## src/hw/rtl/iso_mfp_pkg.sv

```systemverilog
// ----------------------------------------------------------------------------
// iso_mfp_pkg
// Shared types, codes and field tables for the message field parser.
// ----------------------------------------------------------------------------
package iso_mfp_pkg;

  // Default and maximum number of bitmap fields
  localparam int FIELD_COUNT_DEF = 128;
  localparam int TBL_DEPTH       = 128;
  localparam int TBL_IDX_W       = 7;

  localparam logic [9:0] HEADER_BYTES = 10'd50;
  localparam logic [9:0] BITMAP_PRI   = 10'd8;
  localparam logic [9:0] BITMAP_EXT   = 10'd16;

  // Parse phases
  localparam logic [2:0] PH_IDLE   = 3'd0;
  localparam logic [2:0] PH_HEADER = 3'd1;
  localparam logic [2:0] PH_BITMAP = 3'd2;
  localparam logic [2:0] PH_PREFIX = 3'd3;
  localparam logic [2:0] PH_DATA   = 3'd4;
  localparam logic [2:0] PH_DONE   = 3'd5;
  localparam logic [2:0] PH_ERROR  = 3'd6;

  // Byte kinds
  localparam logic [2:0] KIND_HEADER  = 3'd0;
  localparam logic [2:0] KIND_BITMAP  = 3'd1;
  localparam logic [2:0] KIND_PREFIX  = 3'd2;
  localparam logic [2:0] KIND_DATA    = 3'd3;
  localparam logic [2:0] KIND_IGNORED = 3'd4;
  localparam logic [2:0] KIND_ERROR   = 3'd5;

  // Error codes
  localparam logic [1:0] ERR_NONE   = 2'd0;
  localparam logic [1:0] ERR_HEADER = 2'd1;
  localparam logic [1:0] ERR_LENGTH = 2'd2;

  // Register map (word index bit of paddr)
  localparam int         ADDR_W  = 3;
  localparam logic       REG_HLC = 1'b0;
  localparam logic [7:0] HLC_RST = 8'd46;

  // Maximum data length per field
  localparam logic [9:0] MAX_LEN [TBL_DEPTH] = '{
    10'd16,  10'd19,  10'd6,   10'd12,  10'd12,  10'd12,  10'd10,  10'd0,
    10'd8,   10'd8,   10'd6,   10'd6,   10'd4,   10'd4,   10'd4,   10'd4,
    10'd0,   10'd4,   10'd3,   10'd0,   10'd0,   10'd3,   10'd3,   10'd0,
    10'd2,   10'd2,   10'd0,   10'd9,   10'd9,   10'd9,   10'd9,   10'd11,
    10'd11,  10'd0,   10'd37,  10'd104, 10'd12,  10'd6,   10'd2,   10'd0,
    10'd8,   10'd15,  10'd40,  10'd25,  10'd76,  10'd0,   10'd0,   10'd512,
    10'd3,   10'd3,   10'd3,   10'd8,   10'd16,  10'd40,  10'd255, 10'd512,
    10'd100, 10'd0,   10'd600, 10'd100, 10'd200, 10'd200, 10'd512, 10'd0,
    10'd0,   10'd0,   10'd0,   10'd0,   10'd0,   10'd3,   10'd0,   10'd0,
    10'd0,   10'd0,   10'd0,   10'd0,   10'd0,   10'd0,   10'd0,   10'd0,
    10'd0,   10'd0,   10'd0,   10'd0,   10'd0,   10'd0,   10'd0,   10'd0,
    10'd0,   10'd42,  10'd0,   10'd0,   10'd0,   10'd0,   10'd0,   10'd8,
    10'd0,   10'd0,   10'd0,   10'd11,  10'd0,   10'd28,  10'd28,  10'd512,
    10'd0,   10'd0,   10'd0,   10'd0,   10'd0,   10'd0,   10'd0,   10'd0,
    10'd512, 10'd0,   10'd0,   10'd512, 10'd256, 10'd0,   10'd0,   10'd0,
    10'd100, 10'd100, 10'd100, 10'd0,   10'd256, 10'd256, 10'd0,   10'd8
  };

  // Number of ASCII length digits per field
  localparam logic [1:0] PREFIX_LEN [TBL_DEPTH] = '{
    2'd0, 2'd2, 2'd0, 2'd0, 2'd0, 2'd0, 2'd0, 2'd0,
    2'd0, 2'd0, 2'd0, 2'd0, 2'd0, 2'd0, 2'd0, 2'd0,
    2'd0, 2'd0, 2'd0, 2'd0, 2'd0, 2'd0, 2'd0, 2'd0,
    2'd0, 2'd0, 2'd0, 2'd0, 2'd0, 2'd0, 2'd0, 2'd2,
    2'd2, 2'd0, 2'd2, 2'd3, 2'd0, 2'd0, 2'd0, 2'd0,
    2'd0, 2'd0, 2'd0, 2'd2, 2'd2, 2'd3, 2'd3, 2'd3,
    2'd0, 2'd0, 2'd0, 2'd0, 2'd0, 2'd3, 2'd3, 2'd3,
    2'd3, 2'd0, 2'd3, 2'd3, 2'd3, 2'd3, 2'd3, 2'd0,
    2'd0, 2'd0, 2'd0, 2'd0, 2'd0, 2'd0, 2'd0, 2'd0,
    2'd0, 2'd0, 2'd0, 2'd0, 2'd0, 2'd0, 2'd0, 2'd0,
    2'd0, 2'd0, 2'd0, 2'd0, 2'd0, 2'd0, 2'd0, 2'd0,
    2'd0, 2'd0, 2'd0, 2'd0, 2'd0, 2'd0, 2'd0, 2'd0,
    2'd0, 2'd0, 2'd0, 2'd2, 2'd0, 2'd2, 2'd2, 2'd3,
    2'd0, 2'd0, 2'd0, 2'd0, 2'd0, 2'd0, 2'd0, 2'd0,
    2'd3, 2'd0, 2'd0, 2'd3, 2'd3, 2'd0, 2'd0, 2'd0,
    2'd3, 2'd3, 2'd3, 2'd0, 2'd3, 2'd3, 2'd0, 2'd0
  };

  // One tagged output word
  typedef struct packed {
    logic [2:0] byte_kind;
    logic [7:0] field_number;
    logic [9:0] byte_position;
    logic [7:0] data_byte;
    logic [9:0] field_length;
    logic       last_of_field;
    logic       message_done;
    logic [1:0] error_code;
  } res_t;

endpackage

```

## src/hw/rtl/iso8583_message_field_parser.sv

```systemverilog
// ----------------------------------------------------------------------------
// iso8583_message_field_parser
// Byte-serial field tagger for messages with a 50-byte header, a primary or
// extended bitmap and the present data elements walked in ascending order.
// ----------------------------------------------------------------------------
//
//  channel | dir | handshake                       | payload
//  --------+-----+---------------------------------+-------------------------------
//  in_     | in  | in_valid / in_ready             | in_byte, in_start_of_message
//  out_    | out | out_valid / out_ready           | kind, field, position, byte,
//          |     |                                 | length, last, done, error
//  apb     | in  | psel / penable / pwrite, pready | paddr, pwdata, prdata
//
//  One word per cycle while in_ready is high: every input word yields one output
//  word, registered as it is accepted. The next-field lookup is a priority
//  encoder over the presence bits, so no field walk stalls the input.
//  A two-entry output (result register plus skid register) lets the input run
//  on while a result waits; in_ready drops only when the skid entry is full.
//  Synchronous reset clears parse state and loads header_length_code with 46.
//
module iso8583_message_field_parser #(
  parameter int FIELD_COUNT = iso_mfp_pkg::FIELD_COUNT_DEF
) (
  input  logic                           clk,
  input  logic                           rst_n,
  // input words
  input  logic                           in_valid,
  output logic                           in_ready,
  input  logic [7:0]                     in_byte,
  input  logic                           in_start_of_message,
  // output words
  output logic                           out_valid,
  input  logic                           out_ready,
  output logic [2:0]                     out_byte_kind,
  output logic [7:0]                     out_field_number,
  output logic [9:0]                     out_byte_position,
  output logic [7:0]                     out_data_byte,
  output logic [9:0]                     out_field_length,
  output logic                           out_last_of_field,
  output logic                           out_message_done,
  output logic [1:0]                     out_error_code,
  // configuration
  input  logic                           psel,
  input  logic                           penable,
  input  logic                           pwrite,
  input  logic [iso_mfp_pkg::ADDR_W-1:0] paddr,
  input  logic [31:0]                    pwdata,
  output logic [31:0]                    prdata,
  output logic                           pready
);
  import iso_mfp_pkg::*;

  localparam int FIDX_W = $clog2(FIELD_COUNT);

  // parse state
  logic [2:0]             phase_r, phase_nxt;
  logic [9:0]             sc_r, sc_nxt;
  logic [FIELD_COUNT-1:0] pres_r, pres_nxt, pres_upd;
  logic                   ext_r, ext_nxt, ext_cur;
  logic [FIDX_W-1:0]      fld_r, fld_nxt;
  logic [9:0]             left_r, left_nxt;
  logic [1:0]             digits_r, digits_nxt;
  logic [9:0]             pval_r, pval_nxt;
  logic                   frozen_r, frozen_nxt;
  logic [7:0]             hlc_r;

  // output stage
  logic                   out_v_r, skid_v_r;
  res_t                   out_r, skid_r, res;

  logic                   in_acc;
  logic                   enter_req;
  logic [FIDX_W:0]        start_idx;
  logic                   nf_found;
  logic [FIDX_W-1:0]      nf_idx;
  logic [TBL_IDX_W-1:0]   fld_t, nf_t;
  logic                   is_dig;
  logic [9:0]             pv_mul, pv_cur;
  logic [9:0]             bm_len;

  assign in_ready = !skid_v_r;
  assign in_acc   = in_valid && in_ready;

  // --------------------------------------------------------------------------
  // APB register: header length code
  // --------------------------------------------------------------------------
  assign pready = 1'b1;
  assign prdata = (paddr[ADDR_W-1] == REG_HLC) ? {24'd0, hlc_r} : 32'd0;

  always_ff @(posedge clk) begin
    if (!rst_n) begin
      hlc_r <= HLC_RST;
    end else if (psel && penable && pwrite && pready && (paddr[ADDR_W-1] == REG_HLC)) begin
      hlc_r <= pwdata[7:0];
    end
  end

  // --------------------------------------------------------------------------
  // Bitmap merge: byte k, bit 7-j marks table entry 8k+j
  // --------------------------------------------------------------------------
  always_comb begin
    pres_upd = pres_r;
    if (phase_r == PH_BITMAP) begin
      for (int i = 0; i < FIELD_COUNT; i++) begin
        if ((4'(i >> 3) == sc_r[3:0]) && in_byte[3'(7 - (i % 8))]) begin
          pres_upd[i] = 1'b1;
        end
      end
    end
  end

  // --------------------------------------------------------------------------
  // Next field: lowest present entry at or above start_idx that takes bytes
  // --------------------------------------------------------------------------
  assign start_idx = (phase_r == PH_BITMAP) ? (FIDX_W+1)'(1)
                                            : ({1'b0, fld_r} + (FIDX_W+1)'(1));

  always_comb begin
    nf_found = 1'b0;
    nf_idx   = '0;
    for (int i = FIELD_COUNT - 1; i >= 0; i--) begin
      if (pres_upd[i] && ((PREFIX_LEN[i] != 2'd0) || (MAX_LEN[i] != 10'd0)) &&
          ((FIDX_W+1)'(i) >= start_idx)) begin
        nf_found = 1'b1;
        nf_idx   = FIDX_W'(i);
      end
    end
  end

  assign fld_t = TBL_IDX_W'(fld_r);
  assign nf_t  = TBL_IDX_W'(nf_idx);

  // ASCII digit accumulate; low nibble of '0'..'9' is the digit value
  assign is_dig = (in_byte >= 8'h30) && (in_byte <= 8'h39);
  assign pv_mul = {pval_r[6:0], 3'b000} + {pval_r[8:0], 1'b0} + {6'd0, in_byte[3:0]};
  assign pv_cur = (!frozen_r && is_dig) ? pv_mul : pval_r;

  assign ext_cur = (sc_r == 10'd0) ? in_byte[7] : ext_r;
  assign bm_len  = ext_cur ? BITMAP_EXT : BITMAP_PRI;

  // --------------------------------------------------------------------------
  // Parse step
  // --------------------------------------------------------------------------
  always_comb begin
    phase_nxt  = phase_r;
    sc_nxt     = sc_r;
    pres_nxt   = pres_r;
    ext_nxt    = ext_r;
    fld_nxt    = fld_r;
    left_nxt   = left_r;
    digits_nxt = digits_r;
    pval_nxt   = pval_r;
    frozen_nxt = frozen_r;
    enter_req  = 1'b0;

    res               = '0;
    res.byte_kind     = KIND_IGNORED;
    res.data_byte     = in_byte;
    res.error_code    = ERR_NONE;

    if (in_start_of_message) begin
      // restart: clear everything, check header byte 0
      sc_nxt     = 10'd0;
      pres_nxt   = '0;
      ext_nxt    = 1'b0;
      fld_nxt    = '0;
      left_nxt   = 10'd0;
      digits_nxt = 2'd0;
      pval_nxt   = 10'd0;
      frozen_nxt = 1'b0;
      if (in_byte != hlc_r) begin
        res.byte_kind  = KIND_ERROR;
        res.error_code = ERR_HEADER;
        phase_nxt      = PH_ERROR;
      end else begin
        res.byte_kind = KIND_HEADER;
        phase_nxt     = PH_HEADER;
        sc_nxt        = 10'd1;
      end
    end else begin
      unique case (phase_r)
        PH_HEADER: begin
          res.byte_kind     = KIND_HEADER;
          res.byte_position = sc_r;
          if (sc_r + 10'd1 >= HEADER_BYTES) begin
            res.last_of_field = 1'b1;
            phase_nxt         = PH_BITMAP;
            sc_nxt            = 10'd0;
          end else begin
            sc_nxt = sc_r + 10'd1;
          end
        end
        PH_BITMAP: begin
          res.byte_kind     = KIND_BITMAP;
          res.byte_position = sc_r;
          ext_nxt           = ext_cur;
          pres_nxt          = pres_upd;
          if (sc_r + 10'd1 >= bm_len) begin
            res.last_of_field = 1'b1;
            enter_req         = 1'b1;
          end else begin
            sc_nxt = sc_r + 10'd1;
          end
        end
        PH_PREFIX: begin
          res.byte_kind     = KIND_PREFIX;
          res.field_number  = {{(8-FIDX_W){1'b0}}, fld_r} + 8'd1;
          res.byte_position = sc_r;
          pval_nxt          = pv_cur;
          frozen_nxt        = frozen_r || !is_dig;
          sc_nxt            = sc_r + 10'd1;
          digits_nxt        = digits_r - 2'd1;
          if (digits_nxt == 2'd0) begin
            if (pv_cur > MAX_LEN[fld_t]) begin
              res.byte_kind  = KIND_ERROR;
              res.error_code = ERR_LENGTH;
              phase_nxt      = PH_ERROR;
            end else if (pv_cur == 10'd0) begin
              // empty variable field ends on its last prefix byte
              enter_req = 1'b1;
            end else begin
              res.field_length = pv_cur;
              phase_nxt        = PH_DATA;
              left_nxt         = pv_cur;
              sc_nxt           = 10'd0;
            end
          end
        end
        PH_DATA: begin
          res.byte_kind     = KIND_DATA;
          res.field_number  = {{(8-FIDX_W){1'b0}}, fld_r} + 8'd1;
          res.byte_position = sc_r;
          res.field_length  = 10'(sc_r + left_r);
          if (left_r <= 10'd1) begin
            res.last_of_field = 1'b1;
            left_nxt          = 10'd0;
            enter_req         = 1'b1;
          end else begin
            left_nxt = left_r - 10'd1;
            sc_nxt   = sc_r + 10'd1;
          end
        end
        default: begin
          // idle, done, error: byte is ignored
        end
      endcase

      if (enter_req) begin
        if (nf_found) begin
          fld_nxt = nf_idx;
          sc_nxt  = 10'd0;
          if (PREFIX_LEN[nf_t] != 2'd0) begin
            phase_nxt  = PH_PREFIX;
            digits_nxt = PREFIX_LEN[nf_t];
            pval_nxt   = 10'd0;
            frozen_nxt = 1'b0;
          end else begin
            phase_nxt = PH_DATA;
            left_nxt  = MAX_LEN[nf_t];
          end
        end else begin
          phase_nxt        = PH_DONE;
          res.message_done = 1'b1;
        end
      end
    end
  end

  always_ff @(posedge clk) begin
    if (!rst_n) begin
      phase_r  <= PH_IDLE;
      sc_r     <= 10'd0;
      pres_r   <= '0;
      ext_r    <= 1'b0;
      fld_r    <= '0;
      left_r   <= 10'd0;
      digits_r <= 2'd0;
      pval_r   <= 10'd0;
      frozen_r <= 1'b0;
    end else if (in_acc) begin
      phase_r  <= phase_nxt;
      sc_r     <= sc_nxt;
      pres_r   <= pres_nxt;
      ext_r    <= ext_nxt;
      fld_r    <= fld_nxt;
      left_r   <= left_nxt;
      digits_r <= digits_nxt;
      pval_r   <= pval_nxt;
      frozen_r <= frozen_nxt;
    end
  end

  // --------------------------------------------------------------------------
  // Output register with skid entry
  // --------------------------------------------------------------------------
  always_ff @(posedge clk) begin
    if (!rst_n) begin
      out_v_r  <= 1'b0;
      skid_v_r <= 1'b0;
    end else begin
      if (in_acc) begin
        if (out_v_r && !out_ready) begin
          skid_v_r <= 1'b1;
        end else begin
          out_v_r <= 1'b1;
        end
      end else if (skid_v_r && (out_ready || !out_v_r)) begin
        out_v_r  <= 1'b1;
        skid_v_r <= 1'b0;
      end else if (out_ready) begin
        out_v_r <= 1'b0;
      end
    end
  end

  always_ff @(posedge clk) begin
    if (in_acc) begin
      if (out_v_r && !out_ready) begin
        skid_r <= res;
      end else begin
        out_r <= res;
      end
    end else if (skid_v_r && (out_ready || !out_v_r)) begin
      out_r <= skid_r;
    end
  end

  assign out_valid         = out_v_r;
  assign out_byte_kind     = out_r.byte_kind;
  assign out_field_number  = out_r.field_number;
  assign out_byte_position = out_r.byte_position;
  assign out_data_byte     = out_r.data_byte;
  assign out_field_length  = out_r.field_length;
  assign out_last_of_field = out_r.last_of_field;
  assign out_message_done  = out_r.message_done;
  assign out_error_code    = out_r.error_code;

  // --------------------------------------------------------------------------
  // Assertions
  // --------------------------------------------------------------------------
  a_skid_behind_out: assert property (@(posedge clk) disable iff (!rst_n)
    skid_v_r |-> out_v_r)
    else $error("skid entry held with empty output register");

  a_err_matches_kind: assert property (@(posedge clk) disable iff (!rst_n)
    out_v_r |-> ((out_r.error_code != ERR_NONE) == (out_r.byte_kind == KIND_ERROR)))
    else $error("error code and error kind disagree");

  a_done_on_end: assert property (@(posedge clk) disable iff (!rst_n)
    (out_v_r && out_r.message_done) |->
      (out_r.last_of_field || (out_r.byte_kind == KIND_PREFIX)))
    else $error("message done away from a field end");

  a_data_len: assert property (@(posedge clk) disable iff (!rst_n)
    (out_v_r && (out_r.byte_kind == KIND_DATA)) |->
      ((out_r.field_length != 10'd0) && (out_r.field_number != 8'd0)))
    else $error("data byte without field length or number");

  a_skid_stall: assert property (@(posedge clk) disable iff (!rst_n)
    (out_v_r && !out_ready && in_acc) |=> skid_v_r)
    else $error("word accepted under stall not kept in skid entry");

endmodule

```

## config.mk

```make
export PLATFORM = sky130hd
export DESIGN_NAME = iso8583_message_field_parser
export DESIGN_NICKNAME = d
export VERILOG_FILES = /design/src/hw/rtl/iso_mfp_pkg.sv /design/src/hw/rtl/iso8583_message_field_parser.sv
export SDC_FILE = /design/constraint.sdc
export NUM_CORES = 1
export LEC_CHECK = 0
export BUFFER_PORTS_ARGS = -buffer_cell sky130_fd_sc_hd__buf_2
export CAP_MARGIN = 25
export CELL_PAD_IN_SITES_DETAIL_PLACEMENT = 1
export CELL_PAD_IN_SITES_GLOBAL_PLACEMENT = 2
export CORE_UTILIZATION = 33
export CTS_BUF_LIST = sky130_fd_sc_hd__clkbuf_8 sky130_fd_sc_hd__clkbuf_16
export CTS_CLUSTER_SIZE = 25
export DETAILED_ROUTE_END_ITERATION = 6
export PLACE_DENSITY = 0.87
export SYNTH_ARGS = -nofsm -noshare
export SYNTH_HDL_FRONTEND = slang
export SYNTH_SLANG_ARGS = --single-unit
```

## constraint.sdc

```tcl
create_clock -name clk -period 5.7 [get_ports clk]
set_input_delay 1.14 -clock clk [delete_from_list [all_inputs] [get_ports clk]]
set_output_delay 1.14 -clock clk [all_outputs]
set_load 0.01 [all_outputs]
```

==> metrics.md <==
| Metric | Value |
|---|---|
| Status | `complete, no violations` |
| Post-Syn Area | `12,900 um2` |
| Vias in the first global route | `12,700` |
| Area Overhead vs Synth | `18.3%` |
| Fin crit period | `5.47 ns` |
| Crit path arrival time | `5.84 ns` |
| FF/Latch Area | `4390 um2` |
| Most common cell after layout, fill and taps aside | `nand2_1` |
| Core area | `38,600 um2` |
| Aggregate routed wire length | `47,700 um` |
| Actual slew at the worst max-slew pin | `0.968 ns` |
| DRT Pass-1 Iters | `5` |
| Tightest Hold Check Type | `flip-flop to flip-flop` |
| Die Wd | `200 um` |
| TritonCTS clock tree | `built` |
| Maximum clock path buffer count | `2` |
| Worst slew margin | `35.3%` |
| WL/cell | `21.6 um` |
| Layout net count | `1,791` |
| Post-synthesis mux area share | `2.57%` |
| Clock tree sinks | `176` |
| Leak pwr | `6.14 nW` |
| Critical Path RT | `6.06 ns` |
| Worst-skew pair later-pin latency | `0.47 ns` |
| VDD IR max | `0.158 mV` |
| Max Slew Vio Count | `0` |
| Commonest non-fill, non-tap cells in the layout | `nand2_1 (168), nor2_1 (165), buf_4 (142)` |
| Avg Cell Area, Syn | `8.40 um2` |
| DR DRC count | `0` |
| Fill count | `4,572` |
| R2R cell count | `19` |
| Simple-gate share of the synthesized area | `21.2%` |
| Initial core utilization | `33.5%` |
| GP Congestion | `0.947` |
| Predominant post-synthesis flop cell | `dfxtp_1` |
| Slowest CP cell | `fa_1` |
| Total GRT Usage | `24.1%` |
| Asr flop ratio synth | `0%` |
| Die Span Y | `200 um` |
| Die Area | `40,000 um2` |
| CTS Buf Count | `17` |
| Clk pin slew, worst setup/hold paths | `0.08 ns` |
| Count of cell types in the netlist | `111` |
| Critical path class | `input port to flip-flop` |
| Largest stage delay on the critical path | `0.57 ns` |
| CP delay by family, top | `compound AO/OA/AOI/OAI gates` |
| Via density | `5.72` |
| Yosys warnings | `0` |
| Via count | `12,600` |
| Detail Route Antenna Nets | `0` |
| Crit. End Element | `flip-flop` |
| Worst setup SP type | `input port` |
| Hold Crit Depth | `2` |
| Hold WS | `0.484 ns` |
| DRT iter0 DRCs | `838` |
| Final Hold Fails | `0` |
| Main combinational cell family by area after synthesis | `compound AO/OA/AOI/OAI gates` |
| Final Skew | `0.0114 ns` |
| Initial antenna violation count | `0` |
| Adder and majority cell fraction of the synthesized area | `6.75%` |
| Sequential element share of the synthesized area | `33.9%` |
| Final Cycle Share | `96.0%` |
| I/O Pins | `129` |
| Power density over the cells | `205 nW/um2` |
| Detailed placement HPWL | `36,200 um` |
| Rows | `72` |
| GR Overflow Total | `0` |
| Synthesis-stage register bit count | `176` |
| First-pass GRT wire length | `73,700 um` |
| Post-synth EDFFs | `86` |
| Mapped Cells | `1,540` |
| Layout cell share with drive strength beyond 1 | `20.2%` |
| H-tree lvl count | `4` |
| Setup-failing EPs final | `0` |
| Clock Tree Root | `clkbuf_16` |
| CP cell instances | `buf_2 -> fa_1 -> inv_1 -> fa_1 -> nor2b_1 -> o21ai_0 -> a21boi_1 -> o21ai_1 -> a211o_1 -> nand3_1 -> ha_1 -> a21o_1 -> a21oi_2 -> o21ai_0 -> o31ai_1 -> a31oi_1 -> nor2b_2 -> nand2_1 -> o21a_1 -> buf_4 -> nor2_2 -> nand4_4 -> a221o_1 -> a32o_1` |
| Compound-Gate Fraction of Synth Area | `26.2%` |
| Largest net degree at the start of global routing | `58` |
| Max Freq | `183 MHz` |
| Multi-input gate area | `7980 um2` |
| MaxCap Viol Count | `0` |
| Worst path bufs/invs | `3` |
| Xor and xnor area share after synthesis | `3.02%` |
| Tot Pwr | `3.14 mW` |
| I/O Buffers | `77` |
| Crit path max fanout | `4` |
| CP Depth | `24` |
## synth_stat cells, drive strengths merged (28+ instances only)
| cell | n | area (um2) |
|---|---|---|
| nand2 | 172 | 648 |
| edfxtp | 86 | 2580 |
| dfxtp | 90 | 1800 |
| a31oi | 28 | 190 |
| nand3 | 52 | 265 |
| o31ai | 29 | 223 |
| buf | 63 | 383 |
| inv | 45 | 169 |
| ha | 65 | 813 |
| a22oi | 50 | 375 |
| nor3 | 32 | 176 |
| o21ai | 68 | 348 |
| a21oi | 113 | 569 |
| nor2 | 167 | 627 |
| clkbuf | 69 | 259 |
## report_power, final
part           internal [mW]  switching (mW)
Clock                  0.633           0.615
Sequential              1.36          0.0216
Combinational          0.177           0.329
Total                   2.17           0.966
## logic make-up (layout without fill, tap and decap cells)
| family | count (synthesis) | in the layout |
|---|---|---|
| AOI/OAI and AO/OA | 476 | 476 |
| xor gates and xnor gates | 42 | 42 |
| adders and majority gates | 68 | 68 |
| buffers and inverters | 177 | 299 |
| DFF | 176 | 176 |
| muxes | 31 | 31 |
| other | 2 | 26 |
| and+or+nand+nor | 568 | 568 |
## path summary, 6_finish.rpt
check                          from                  endpoint  slack, ns
min          pval_r[9]$_SDFFE_PN0P_    pval_r[9]$_SDFFE_PN0P_       0.48
max                      in_byte[3]    left_r[9]$_SDFFE_PN0P_       0.23
min reg2reg  pval_r[9]$_SDFFE_PN0P_    pval_r[9]$_SDFFE_PN0P_       0.48
max reg2reg   fld_r[1]$_SDFFE_PN0P_  digits_r[0]$_SDFFE_PN0P_       0.28
## layer usage
layer | vias to the layer above | global-route usage [%] | part of all wire, %
met1 | 6249 | 30.8 | 45
met3 | 87 | 3.26 | 4.4
met2 | 335 | 40.9 | 48
met5 | - | 0 | 0
met4 | 0 | 9.50 | 3.2
li1 | 5929 | - | -
## worst reg2reg max path, cell delays in order, from the launching register on
cell      delay, ns
dfxtp_2        0.50
inv_1          0.18
ha_1           0.46
nand2b_1       0.09
a21boi_1       0.32
o21ai_0        0.22
o311ai_1       0.39
o221a_2        0.31
nand3_1        0.10
a311oi_1       0.48
o31ai_2        0.19
buf_4          0.21
ha_1           0.26
nor2_1         0.14
a221oi_1       0.09
or4_1          0.63
buf_4          0.20
a21oi_1        0.17
o31ai_1        0.10
a22o_1         0.26
## state kept, by name, summed over array words and instances (netlist names)
name,cells
skid_r,43
pres_r,36
left_r,10
out_byte_position,10
out_field_length,10
pval_r,10
sc_r,10
hlc_r,8
out_data_byte,8
out_field_number,8
fld_r,7
out_byte_kind,3
phase_r,3
digits_r,2
out_error_code,2
ext_r,1
frozen_r,1
out_last_of_field,1
out_message_done,1
out_valid,1
skid_v_r,1
## area by class of cell
class                      instances  area share [%]
antenna                            1          0.0164
clock buffer                      17            2.78
clock inverter                    15            1.18
inverter                          45            1.10
multi-input combinational       1210            52.2
sequential                       176            28.7
tap                              518            4.24
timing repair buffer             222            9.88
## stage by stage
stage          area [um2]  util, %  instances  TNS (ns)  setup WS [ns]
2_1_floorplan       13000        -       1563         0         0.0123
3_3_place_gp        14500     37.5       2165    -21.10         -0.568
3_5_place_dp        14500     37.5       2165    -25.41         -0.650
4_1_cts             15100     39.1       2198         0        0.00927
5_1_grt             15300     39.6       2203  -0.00360       -0.00360
6_report            15300     39.6       2204         0          0.229
## what timing repair did
item / CTS / global route
pin swaps: 1 / 9
hold buffers: 0 / 0
resized for setup: 3 / 26
setup buffers: 1 / 4
endpoints found under the hold margin: 0 / 0
endpoints found under the setup margin: 36 / 44
Power figures use the tool's default switching activity.
